===== src/hdl/cell_density_bin_map_unit_defines.svh =====
// assertion macros used by the density map unit rtl
`ifndef CELL_DENSITY_BIN_MAP_UNIT_DEFINES_SVH
`define CELL_DENSITY_BIN_MAP_UNIT_DEFINES_SVH

// condition in this cycle implies property in this cycle
`define CDBM_ASSERT_SAME(name, cond, prop, msg) \
  name: assert property (@(posedge clk_i) disable iff (!rst_ni) (cond) |-> (prop)) \
    else $error(msg);

// condition in this cycle implies property in the next cycle
`define CDBM_ASSERT_NEXT(name, cond, prop, msg) \
  name: assert property (@(posedge clk_i) disable iff (!rst_ni) (cond) |=> (prop)) \
    else $error(msg);

`endif


===== src/hdl/cdbm_pkg.sv =====
// shared widths, coordinate type and helpers for the density map
`timescale 1ns / 1ps
`default_nettype none
package cdbm_pkg;

  // bin edge width and divider dividend width
  localparam int EW  = 16;
  localparam int DVW = 25;

  // signed coordinate wide enough for position plus size
  typedef logic signed [26:0] crd_t;

  function automatic crd_t crd_min(crd_t a, crd_t b);
    return (a < b) ? a : b;
  endfunction

  function automatic crd_t crd_max(crd_t a, crd_t b);
    return (a > b) ? a : b;
  endfunction

endpackage
`default_nettype wire


===== src/hdl/cdbm_div.sv =====
// restoring divider, one quotient bit per cycle
`timescale 1ns / 1ps
`default_nettype none
module cdbm_div import cdbm_pkg::*; (
  input  wire logic           clk_i,
  input  wire logic           rst_ni,
  input  wire logic           start_i,
  input  wire logic [DVW-1:0] dividend_i,
  input  wire logic [EW-1:0]  divisor_i,
  output logic                done_o,
  output logic      [DVW-1:0] quot_o,
  output logic      [EW-1:0]  rem_o
);

  localparam int CNW = $clog2(DVW);

  logic           busy_q;
  logic           done_q;
  logic [CNW-1:0] cnt_q;
  logic [DVW-1:0] quot_q;
  logic [EW-1:0]  rem_q;
  logic [EW:0]    trial;
  logic [EW:0]    diff;
  logic           ge;

  // one trial subtraction
  assign trial = {rem_q, quot_q[DVW-1]};
  assign ge    = trial >= {1'b0, divisor_i};
  assign diff  = trial - {1'b0, divisor_i};

  // step control
  always_ff @(posedge clk_i or negedge rst_ni) begin
    if (!rst_ni) begin
      busy_q <= 1'b0;
      done_q <= 1'b0;
      cnt_q  <= '0;
    end else if (start_i) begin
      busy_q <= 1'b1;
      done_q <= 1'b0;
      cnt_q  <= '0;
    end else if (busy_q) begin
      cnt_q <= cnt_q + 1'b1;
      if (cnt_q == CNW'(DVW - 1)) begin
        busy_q <= 1'b0;
        done_q <= 1'b1;
      end
    end else begin
      done_q <= 1'b0;
    end
  end

  // partial remainder and quotient shift
  always_ff @(posedge clk_i) begin
    if (start_i) begin
      quot_q <= dividend_i;
      rem_q  <= '0;
    end else if (busy_q) begin
      rem_q  <= ge ? diff[EW-1:0] : trial[EW-1:0];
      quot_q <= {quot_q[DVW-2:0], ge};
    end
  end

  assign done_o = done_q;
  assign quot_o = quot_q;
  assign rem_o  = rem_q;

endmodule
`default_nettype wire


===== config.mk =====
export PLATFORM = sky130hd
export DESIGN_NAME = cdbm_div
export DESIGN_NICKNAME = d
export VERILOG_FILES = /design/src/hdl/cell_density_bin_map_unit_defines.svh /design/src/hdl/cdbm_pkg.sv /design/src/hdl/cdbm_div.sv
export SDC_FILE = /design/constraint.sdc
export NUM_CORES = 1
export LEC_CHECK = 0
export BUFFER_PORTS_ARGS = -buffer_cell sky130_fd_sc_hd__buf_2
export CORE_ASPECT_RATIO = 0.9
export CORE_UTILIZATION = 43
export CTS_BUF_LIST = sky130_fd_sc_hd__clkbuf_8
export DETAILED_ROUTE_END_ITERATION = 16
export PLACE_DENSITY = 0.67
export SYNTH_ARGS = -nofsm -noshare
export SYNTH_HDL_FRONTEND = slang
export SYNTH_SLANG_ARGS = --single-unit

===== constraint.sdc =====
create_clock -name clk_i -period 6.8 [get_ports clk_i]
set_input_delay 1.36 -clock clk_i [delete_from_list [all_inputs] [get_ports clk_i]]
set_output_delay 1.36 -clock clk_i [all_outputs]
set_load 0.05 [all_outputs]

# Word-level counts from Yosys, hierarchy flattened
# Cells that the tools add are included.
dict set report op_classes {
  addsub 2
  order_cmp 1
  eq_ne 2
  n_mux 11
  reduce_logical 1
}
# op count
set ops {}
lappend ops {{$mux 25} 2}
lappend ops {{$ge 17x16->1} 1}
lappend ops {{$mux 16} 1}
lappend ops {{$sub 16x16->16} 1}
lappend ops {{$mux 5} 2}
lappend ops {{$mux 1} 6}
lappend ops {{$add 5x1->5 const B} 1}
lappend ops {{$eq 5x5->1 const B} 1}
lappend ops {{$ne 3x2->1 const B} 1}
lappend ops {{$reduce_bool 2->1} 1}
dict set report word_totals {
  regBits 48
  in_bits 44
  output_inout_bits 42
}

# Depth between registers and ports, before layout
# Gate-level depths: netlist of the first run.
dict set report depth {
  word_depth 4
  depth_mapped 11
  depth_no_buf 9
}

# Least setup slack after synthesis of the first run
# OpenSTA, ideal clock, no wires.
dict set report synth_timing {
  path_type {input port to flip-flop}
  start {in divisor_i[6]}
  end {reg quot_q[0], in the netlist quot_o[0] (data pin)}
  setup_time_ns 0.260
  arrival_time_ns 2.981
  t_required_ns 6.540
  path_slack_ns 3.559
  path_stages 9
  cell_sequence {inv_1 ha_1 a21oi_1 o21ai_2 a21o_1 o21ai_1 nand2_1 buf_2 mux2_2}
}
dict set report synth_between {
  elab_chain_cells 3
}
# element line
set synth_lines {}
lappend synth_lines {{start, declared} cdbm_div.sv:9} ;# input wire logic [EW-1:0] divisor_i,
lappend synth_lines {{$ge 17x16->1} cdbm_div.sv:28} ;# assign ge = trial >= {1'b0, divisor_i};
lappend synth_lines {{$mux 25} cdbm_div.sv:57} ;# end else if (busy_q) begin
lappend synth_lines {{$mux 25} cdbm_div.sv:54} ;# if (start_i) begin
lappend synth_lines {{end signal, assigned} cdbm_div.sv:55} ;# quot_q <= dividend_i;
lappend synth_lines {{end signal, assigned} cdbm_div.sv:59} ;# quot_q <= {quot_q[DVW-2:0], ge};
lappend synth_lines {{end, declared} cdbm_div.sv:20} ;# logic [DVW-1:0] quot_q;
# No other way between the ends. The select of a mux whose other input is x is not followed.
# A chain may end at the register's enable or synchronous reset.

# Worst setup path after layout of the first run
# Ends and elaborated chain as after synthesis.

==> out/results.txt, run 1 <==
IO Pins: 86
CP max stage delay: 0.39 ns
drt wl/cell: 15.8 um
Layout area overhead: 16.9%
Yosys cell types: 61
antenna-violating nets left: 0
crit share post-route: 52.7%
R2R Path End: quot_o[0]
IO Port Bufs: 85
worst reg-to-reg setup slack: 4.00 ns
Buf/Inv on CP: 2
post-route setup TNS: 0 ns
RSZ-0062 raised after global routing: no
fin crit period: 3.58 ns
mapped cell area: 0.00319 sq mm
crit path from: divisor_i[6]
Worst Hold Class: reg -> reg
Seq/Total Area, Yosys: 39.1%
Die H: 83.7 um
yosys warns: 0
vias per cell: 5.70
WP data arrival: 3.64 ns
met3 Resource Use GR: 3.73%
predominant post-synthesis flop cell: edfxtp_1
Mean Syn Cell Area: 9.72 sq um
Max Cap Viol: 0
nets: 466
Tot GR Track Use: 20.3%
Post-Syn Nets: 391
worst setup margin: 3.22 ns
post-CTS setup buffer count: 0
met1 Resource Use GR: 29.7%
Core Region: 0.00711 sq mm
slowest CP cell: o21ai_1
r2r worst-path depth: 7
DRC Markers: 0
cells along the critical path: buf_2, inv_1, ha_1, a21oi_1, o21ai_2, a21o_1, o21ai_1, nand2_1, mux2_2
Clock Sinks: 48
PD cells: 289 mW/mm^2
CTS tree: done
Skew-Pair Late Insertion Delay: 0.30 ns
dpl ws: 2.95 ns
Reg clk slew, reported paths: 0.09 ns
EDFF count, synth: 25
Tightest Pin Transition: 1.10 ns
CTS buffer count: 5
TritonRoute pass-1 iters: 5
Leakage: 1.68 nW
Die W: 92.8 um
detailed router's first-iteration violation count: 168
gr busiest metal: met2
CTS Hold Bufs: 0
Antenna Cells: 0
Starting Density: 44.8%
Post-DP HPWL: 5930 um
Peak VDD IR: 156 uV
Post-Place Cells: 489
CP Capture Point: quot_o[0]
CP startpoint kind: input pin
r2r startpoint: rem_o[7]
synthesized flop and latch total: 48
gr ovfl total: 0
most common cell after layout, fill and taps aside: buf_2
clk buf depth: 2
Crit path depth: 9
highest clock rate: 279 MHz
vias: 2832
die area: 0.00777 sq mm
Clock Skew: 0.00597 ns
WL final: 7840 um
first-pass GRT wire length: 12600 um
# setup viols final: 0
clock root buffer: clkbuf_8
CP top delay family: compound AO/OA/AOI/OAI gates
H-tree Lvls: 2
critical path peak fanout: 11
initial antenna violation count: 0
largest net degree at the start of global routing: 40
max-slew violation count: 0
crit path capture type: register
Final Hold Fails: 0
non-filler instance count after layout: 497
layout cells sized above 1: 31.2%
Hold Path Stages: 2
CTS resizes: 0
met2 usage: 31.3%
GP Congestion: 0.874
number of global-route vias before repair: 2587
Req. time, crit path: 6.86 ns
Filler Cell Count: 690
status: finished clean
Slew Limit Headroom: 26.1%
Synth Instances: 328
CP Class: in -> reg
Site Rows: 29
most frequent cells in the layout: 85 x buf_2, 26 x inv_1, 26 x nand2_1
Post-synth ARST share: 14.6%
synth_stat cells, types with 6 or more instances:
cell type,n,area [sq um]
a21o_1,9,67.6
a21oi_1,16,80.1
and2_1,6,37.5
buf_2,6,30.0
clkbuf_1,8,30.0
dfrtp_1,7,175
dfxtp_1,16,320
edfxtp_1,25,751
ha_1,18,225
inv_1,26,97.6
mux2_2,25,282
nand2_1,26,97.6
nand2b_1,6,37.5
nand3_1,7,35.0
nor2_1,23,86.3
nor3_1,9,45.0
o211ai_1,8,60.1
o21ai_0,7,35.0
o21ai_1,7,35.0
xnor2_1,6,52.6
worst register-to-register path, stage by stage, from the launching register on:
cell and delay (ns):
dfxtp_1 0.43, ha_1 0.40, a21oi_2 0.25, o21ai_2 0.12, a21o_1 0.20, o21ai_1 0.40
nand2_1 0.39, mux2_2 0.37
final cells by class:
class | instances | area, sq um | share of cell area [%]
clock buffers | 5 | 68.8 | 1.85
inverters | 26 | 97.6 | 2.62
repair buffers | 85 | 425 | 11.4
well taps | 93 | 116 | 3.12
flip-flops and latches | 48 | 1250 | 33.4
multi-input cells | 237 | 1760 | 47.1
clock inverters | 3 | 18.8 | 0.503
per-layer routing:
layer / up-vias / wire [um]
li1: 1371 / -
met1: 1367 / 3730
met2: 83 / 3600
met3: 11 / 405
met4: 0 / 92
met5: - / 0
metrics by stage:
step / total power (W) / area [sq um] / utilization (%) / hold WS, ns
after floorplan: 0.000791 / 3190 / - / 0.505
after global placement: 0.000907 / 3640 / 51.2 / 0.512
after detailed placement: 0.000912 / 3640 / 51.2 / 0.503
after CTS: 0.00108 / 3730 / 52.4 / 0.523
after global routing: 0.00114 / 3730 / 52.4 / 0.564
final: 0.00108 / 3730 / 52.4 / 0.524
registers in the layout (all words and copies together), names as in the netlist:
signal  cells
rem_o      16
cnt_q       5
quot_o     25
busy_q      1
done_o      1
cells by family after synthesis:
group	count (synthesis)	share of synthesized area (%)
muxes	28	9.77
buffers and inverters	43	5.88
adders and majority gates	19	7.69
and+or+nand+nor	93	14.1
xor gates and xnor gates	9	2.47
DFF	48	39.1
AOI/OAI and AO/OA	88	21.0
report_power, final:
| part | switching (W) | total, W | leakage [nW] | internal, W |
|---|---|---|---|---|
| Combinational | 0.000353 | 0.000524 | 1.16 | 0.000171 |
| Clock | 0.0000946 | 0.000166 | 0.0378 | 0.0000711 |
| Sequential | 0.0000388 | 0.000388 | 0.486 | 0.000349 |
how the worst min path moves through the flow:
stage | start | to | slack [ns]
floorplan | cnt_q[4] | cnt_q[4] | 0.50
global placement | done_o | done_o | 0.51
detailed placement | rem_o[15] | rem_o[15] | 0.50
CTS | rem_o[15] | rem_o[15] | 0.52
global route | rem_o[2] | rem_o[3] | 0.56
finish | rem_o[15] | rem_o[15] | 0.52
No activity file was read; power rests on OpenSTA's default activity.
==> run 2, diff against run 1 <==
Settings changed: ABC_AREA set to 1.
Clock period 6.8 ns to 3.7 ns, I/O delays scaled along.
==> run 2 against run 1 <==
Effect of this change: clock skew increased by 0.0048 ns; via count increased by 10%; total power increased to 2.7 times the previous value; combinational power increased to 3.4 times the previous value; cell area increased by 4.7%; routed wire length increased by 3.1%; critical path type unchanged; critical path depth increased by 2; global-route usage increased by 0.94 points; non-clock buffer count increased by 3; count of clock-buffer cells in the layout increased by 1; flip-flop and latch count unchanged.
==> out/results.txt, run 2 <==
gr ovfl total: 0 (unchanged)
Peak VDD IR: 359 uV (was 156 uV)
die area: 0.00805 sq mm (was 0.00777 sq mm)
IO Port Bufs: 85 (unchanged)
Worst Hold Class: in -> async (was reg -> reg)
predominant post-synthesis flop cell: edfxtp_1 (unchanged)
Seq/Total Area, Yosys: 37.7% (was 39.1%)
most numerous cell in the Yosys netlist: nand2_1
fin crit period: 2.54 ns
WP data arrival: 2.79 ns (was 3.64 ns)
TritonRoute pass-1 iters: 4 (was 5)
EDFF count, synth: 25 (unchanged)
Leakage: 2.29 nW (was 1.68 nW)
Skew-Pair Late Insertion Delay: 0.31 ns (was 0.30 ns)
synthesized flop and latch total: 48 (unchanged)
multi-input logic area: 0.00169 sq mm (was 0.00176 sq mm)
Clock Skew: 0.0108 ns (was 0.00597 ns)
WL final: 8080 um (was 7840 um)
fin area: 0.00390 sq mm (was 0.00373 sq mm)
Core Region: 0.00726 sq mm (was 0.00711 sq mm)
Antenna Cells: 0 (unchanged)
CP top delay family: simple AND/OR/NAND/NOR gates (was compound AO/OA/AOI/OAI gates)
Synth Instances: 477 (was 328)
Mean Syn Cell Area: 6.94 sq um (was 9.72 sq um)
most instantiated cells after synthesis: 202 x nand2_1, 76 x inv_1, 41 x nand3_1 (was 26 x inv_1, 26 x nand2_1, 25 x edfxtp_1, 25 x mux2_2, 23 x nor2_1)
CTS buffer count: 5 (unchanged)
number of global-route vias before repair: 2877 (was 2587)
largest net degree at the start of global routing: 30 (was 40)
most common cell after layout, fill and taps aside: nand2_1 (was buf_2)
mapped cell area: 0.00331 sq mm (was 0.00319 sq mm)
cells along the critical path: buf_2, inv_1, ha_1, a21oi_1, o21a_1, nand2_2, nor2_4, nand2_4, nand2_1, nand3_1, nand2_1 (was buf_2, inv_1, ha_1, a21oi_1, o21ai_2, a21o_1, o21ai_1, nand2_1, mux2_2)
nets: 624 (was 466)
highest clock rate: 393 MHz
H-tree Lvls: 2 (unchanged)
worst setup margin: 1.16 ns (was 3.22 ns)
vias: 3126 (was 2832)
Site Rows: 29 (unchanged)
Layout area overhead: 18.0% (was 16.9%)
status: finished clean (unchanged)
# setup viols final: 0 (unchanged)
PD cells: 738 mW/mm^2 (was 289 mW/mm^2)
Slew Limit Headroom: 44.2% (was 26.1%)
initial antenna violation count: 0 (unchanged)
Die W: 94.5 um (was 92.8 um)
Die H: 85.2 um (was 83.7 um)
clk buf depth: 2 (unchanged)
drt wl/cell: 12.3 um (was 15.8 um)
dpl ws: 0.872 ns (was 2.95 ns)
non-filler instance count after layout: 655 (was 497)
clock root buffer: clkbuf_8 (unchanged)
RSZ-0062 raised after global routing: no (unchanged)
top cell type's share of synthesized area: 22.9% (was 23.5%)
Yosys cell types: 37 (was 61)
Clock Sinks: 48 (unchanged)
layout cells sized above 1: 22.1% (was 31.2%)
post-route setup TNS: 0 ns (unchanged)
antenna-violating nets left: 0 (unchanged)
GP Congestion: 0.891 (was 0.874)
Storage cell area: 0.00125 sq mm (unchanged)
CP Class: in -> reg (unchanged)
post-CTS setup buffer count: 0 (unchanged)
Final Hold Fails: 0 (unchanged)
Post-synth ARST share: 14.6% (unchanged)
max reg flops: 25 (unchanged)
CP startpoint kind: input pin (unchanged)
area post-placement: 0.00381 sq mm (was 0.00364 sq mm)
Req. time, crit path: 3.95 ns (was 6.86 ns)
Tot GR Track Use: 21.2% (was 20.3%)
slowest CP cell: nor2_4 (was o21ai_1)
DRC Markers: 0 (unchanged)
Max Cap Viol: 0 (unchanged)
Crit path top cell by count: nand2_1
IO Pins: 86 (unchanged)
vias per cell: 4.77 (was 5.70)
Yosys top cell by area: nand2_1 (was edfxtp_1)
Post-Place Cells: 647 (was 489)
crit path capture type: register (unchanged)
Tightest Pin Transition: 0.837 ns (was 1.10 ns)
Starting Density: 45.6% (was 44.8%)
yosys warns: 0 (unchanged)
crit share post-route: 68.8%
CTS resizes: 0 (unchanged)
Filler Cell Count: 776 (was 690)
Post-Syn Nets: 540 (was 391)
Buf/Inv on CP: 2 (unchanged)
critical path peak fanout: 18 (was 11)
CP max stage delay: 0.40 ns (was 0.39 ns)
Post-DP HPWL: 6130 um (was 5930 um)
first-pass GRT wire length: 13400 um (was 12600 um)
Hold WS: 0.248 ns (was 0.524 ns)
most frequent cells in the layout: 202 x nand2_1, 85 x buf_2, 76 x inv_1 (was 85 x buf_2, 26 x inv_1, 26 x nand2_1)
CTS tree: done (unchanged)
CTS Hold Bufs: 0 (unchanged)
max-slew violation count: 0 (unchanged)
ranking of synthesized cells by area: nand2_1 23%, edfxtp_1 23%, dfxtp_1 9.7%, inv_1 8.6%, ha_1 6.8% (was edfxtp_1 24%, dfxtp_1 10%, mux2_2 8.8%, ha_1 7.1%, dfrtp_1 5.5%)
detailed router's first-iteration violation count: 149 (was 168)
Reg clk slew, reported paths: 0.10 ns (was 0.09 ns)
==> run 2: layer usage <==
metal | track usage, % | vias up | part of all wire [%]
met4 | 5.10 | 0 | 1.1
li1 | - | 1641 | -
met1 | 30.0 | 1397 | 47
met5 | 0 | - | 0
met2 | 33.7 | 79 | 46
met3 | 3.85 | 9 | 6.1
==> run 2: logic make-up after synthesis <==
family / after synthesis / share of synthesized area [%]
AO/OA/AOI/OAI: 19 / 3.14
XOR/XNOR: 6 / 1.59
adder cells (fa/ha/maj): 19 / 7.41
buffers and inverters: 92 / 11.2
flip-flops: 48 / 37.7
AND/OR/NAND/NOR: 293 / 39.0
==> run 2: where the power goes <==
| part | internal, W | leakage [nW] | switching, W |
|---|---|---|---|
| registers | 0.000679 | 0.497 | 0.0000988 |
| clock network | 0.000153 | 0.0516 | 0.000193 |
| logic | 0.000535 | 1.74 | 0.00122 |
==> run 2: path summary, 6_finish.rpt <==
kind / cells after the start / slack, ns / end / from
setup / recovery: 11 / 1.16 / rem_o[0] / divisor_i[14]
hold / removal: 1 / 0.25 / busy_q / rst_ni
setup reg to reg: 9 / 1.33 / rem_o[0] / rem_o[13]
hold reg to reg: 2 / 0.49 / rem_o[6] / rem_o[6]
max in group asynchronous: 1 / 3.29 / cnt_q[1] / rst_ni
min in group clk_i: 2 / 0.49 / rem_o[6] / rem_o[6]
==> run 2: cell type report <==
class                      instances  area share (%)
clock inverter                     2           0.353
clock buffer                       6            2.12
sequential                        48            31.9
inverter                          81            7.79
multi-input combinational        337            43.3
timing repair buffer              88            11.5
tap                               93            2.98
==> run 2: stage by stage <==
stage                     utilization, %  total power [W]
after floorplan                        -          0.00220
after global placement              52.4          0.00250
after detailed placement            52.4          0.00253
after CTS                           53.8          0.00289
after global routing                53.8          0.00310
final                               53.8          0.00288
==> run 2: worst reg2reg max path, cell delays in order (launching register included) <==
cell	delay, ns
dfxtp_1	0.41
ha_1	0.33
a21oi_1	0.33
o21a_1	0.18
nand2_2	0.07
nor2_4	0.40
nand2_4	0.28
nand2_1	0.13
nand3_1	0.09
nand2_1	0.09
==> run 3, diff against run 2 <==
Clock period 3.7 ns to 2.6 ns, I/O delays scaled along.
==> run 3 against run 2 <==
Effect of this change: combinational power rose by 43%; cell area is 0.87% higher; routed wire length grew 0.64%; utilization rose by 0.47 points; total power rose by 46%.
==> out/results.txt, run 3 (same netlist as run 2, synthesis figures left out) <==
crit share post-route: 80.5%
post-CTS setup buffer count: 0 (unchanged)
Tightest Pin Transition: 0.812 ns (was 0.837 ns)
initial antenna violation count: 0 (unchanged)
IO Pins: 86 (unchanged)
drt wl/cell: 12.4 um (was 12.3 um)
r2r startpoint: rem_o[13] (unchanged)
H-tree Lvls: 2 (unchanged)
Final Hold Fails: 0 (unchanged)
Max Cap Viol: 0 (unchanged)
IO Port Bufs: 85 (unchanged)
CP Class: reg -> reg (was in -> reg)
Post-DP HPWL: 6290 um (was 6130 um)
WP data arrival: 2.34 ns (was 2.79 ns)
Filler Cell Count: 715 (was 776)
PD cells: 1070 mW/mm^2 (was 738 mW/mm^2)
Core Region: 0.00726 sq mm (unchanged)
clock root buffer: clkbuf_8 (unchanged)
R2R Path End: rem_o[11] (was rem_o[0])
r2r worst-path depth: 9 (unchanged)
CTS resizes: 0 (unchanged)
Hold WS: 0.0319 ns (was 0.248 ns)
highest clock rate: 478 MHz
Skew-Pair Late Insertion Delay: 0.31 ns (about the same)
Tot GR Track Use: 21.2% (about the same)
number of global-route vias before repair: 2840 (was 2877)
Worst Hold Class: in -> async (unchanged)
first-pass GRT wire length: 13400 um (about the same)
antenna-violating nets left: 0 (unchanged)
nets: 626 (was 624)
worst reg-to-reg setup slack: 0.51 ns (was 1.33 ns)
WL final: 8130 um (was 8080 um)
vias: 3115 (was 3126)
Die H: 85.2 um (unchanged)
detailed router's first-iteration violation count: 146 (was 149)
RSZ-0062 raised after global routing: no (unchanged)
status: finished clean (unchanged)
Peak VDD IR: 535 uV (was 359 uV)
clk buf depth: 2 (unchanged)
Leakage: 2.30 nW (was 2.29 nW)
Die W: 94.5 um (unchanged)
gr ovfl total: 0 (unchanged)
largest net degree at the start of global routing: 30 (unchanged)
CTS tree: done (unchanged)
most common cell after layout, fill and taps aside: nand2_1 (unchanged)
Reg clk slew, reported paths: 0.09 ns (was 0.10 ns)
Starting Density: 45.6% (unchanged)
Site Rows: 29 (unchanged)
crit path capture type: register (unchanged)
Layout area overhead: 19.0% (was 18.0%)
max reg flops: 25 (unchanged)
Slew Limit Headroom: 45.8% (was 44.2%)
Clock Skew: 0.00940 ns (was 0.0108 ns)
Req. time, crit path: 2.85 ns (was 3.95 ns)
CTS Hold Bufs: 0 (unchanged)
die area: 0.00805 sq mm (unchanged)
Clock Sinks: 48 (unchanged)
most frequent cells in the layout: 202 x nand2_1, 85 x buf_2, 76 x inv_1 (unchanged)
TritonRoute pass-1 iters: 5 (was 4)
layout cells sized above 1: 22.3% (was 22.1%)
critical path peak fanout: 16 (was 18)
vias per cell: 4.74 (was 4.77)
CP startpoint kind: register (was input pin)
fin crit period: 2.09 ns
DRC Markers: 0 (unchanged)
# setup viols final: 0 (unchanged)
max-slew violation count: 0 (unchanged)
Antenna Cells: 0 (unchanged)
post-route setup TNS: 0 ns (unchanged)
CTS buffer count: 5 (unchanged)
GP Congestion: 0.861 (was 0.891)
-- run 3: per-layer routing --
layer | up-vias | GRT usage, % | wire (um)
met5 | - | 0 | 0
met4 | 0 | 4.96 | 58
met3 | 4 | 3.32 | 445
met2 | 84 | 34.8 | 3790
met1 | 1383 | 29.3 | 3840
li1 | 1644 | - | -
-- run 3: worst max-delay path by stage --
| stage | start | to | slack [ns] | cells past startpoint |
|---|---|---|---|---|
| after detailed placement | divisor_i[14] | rem_o[10] | 0.19 | 11 |
| after CTS | rem_o[13] | rem_o[11] | 0.49 | 9 |
| final | rem_o[13] | rem_o[11] | 0.51 | 9 |
| after global routing | rem_o[7] | rem_o[13] | 0.33 | 12 |
| after global placement | divisor_i[14] | rem_o[10] | 0.23 | 11 |
| after floorplan | rem_o[1] | quot_o[0] | 0.47 | 11 |
-- run 3: worst max-delay path: stages (launching register included) --
cell and delay (ns):
dfxtp_1 0.35, ha_1 0.37, a21oi_1 0.26, o21a_1 0.16, nand2_2 0.07, nor2_4 0.29, nand2_4 0.24, nand2_1 0.13
nand3_1 0.07, nand2_1 0.10
-- run 3: final cells by class --
class	instances	area, sq um	area share, %
sequential	48	1250	31.7
clock inverter	3	46.3	1.18
inverter	81	304	7.72
multi-input combinational	337	1690	43.0
timing repair buffer	90	463	11.8
tap	93	116	2.96
clock buffer	5	68.8	1.75
-- run 3: per-stage QoR --
step / utilization [%] / worst slack, ns / instances / total power, W / cell area [sq um]
CTS: 54.2 / 0.493 / 657 / 0.00421 / 3940
global route: 54.2 / 0.334 / 657 / 0.00452 / 3940
floorplan: - / 0.471 / 477 / 0.00313 / 3310
detailed placement: 52.7 / 0.188 / 649 / 0.00364 / 3820
finish: 54.2 / 0.506 / 657 / 0.00421 / 3940
global placement: 52.7 / 0.229 / 649 / 0.00361 / 3820
-- run 3: power by group --
part	switching, W	total [W]	internal (W)
Combinational	0.00174	0.00252	0.000776
Sequential	0.000158	0.00112	0.000966
Clock	0.000274	0.000564	0.000290
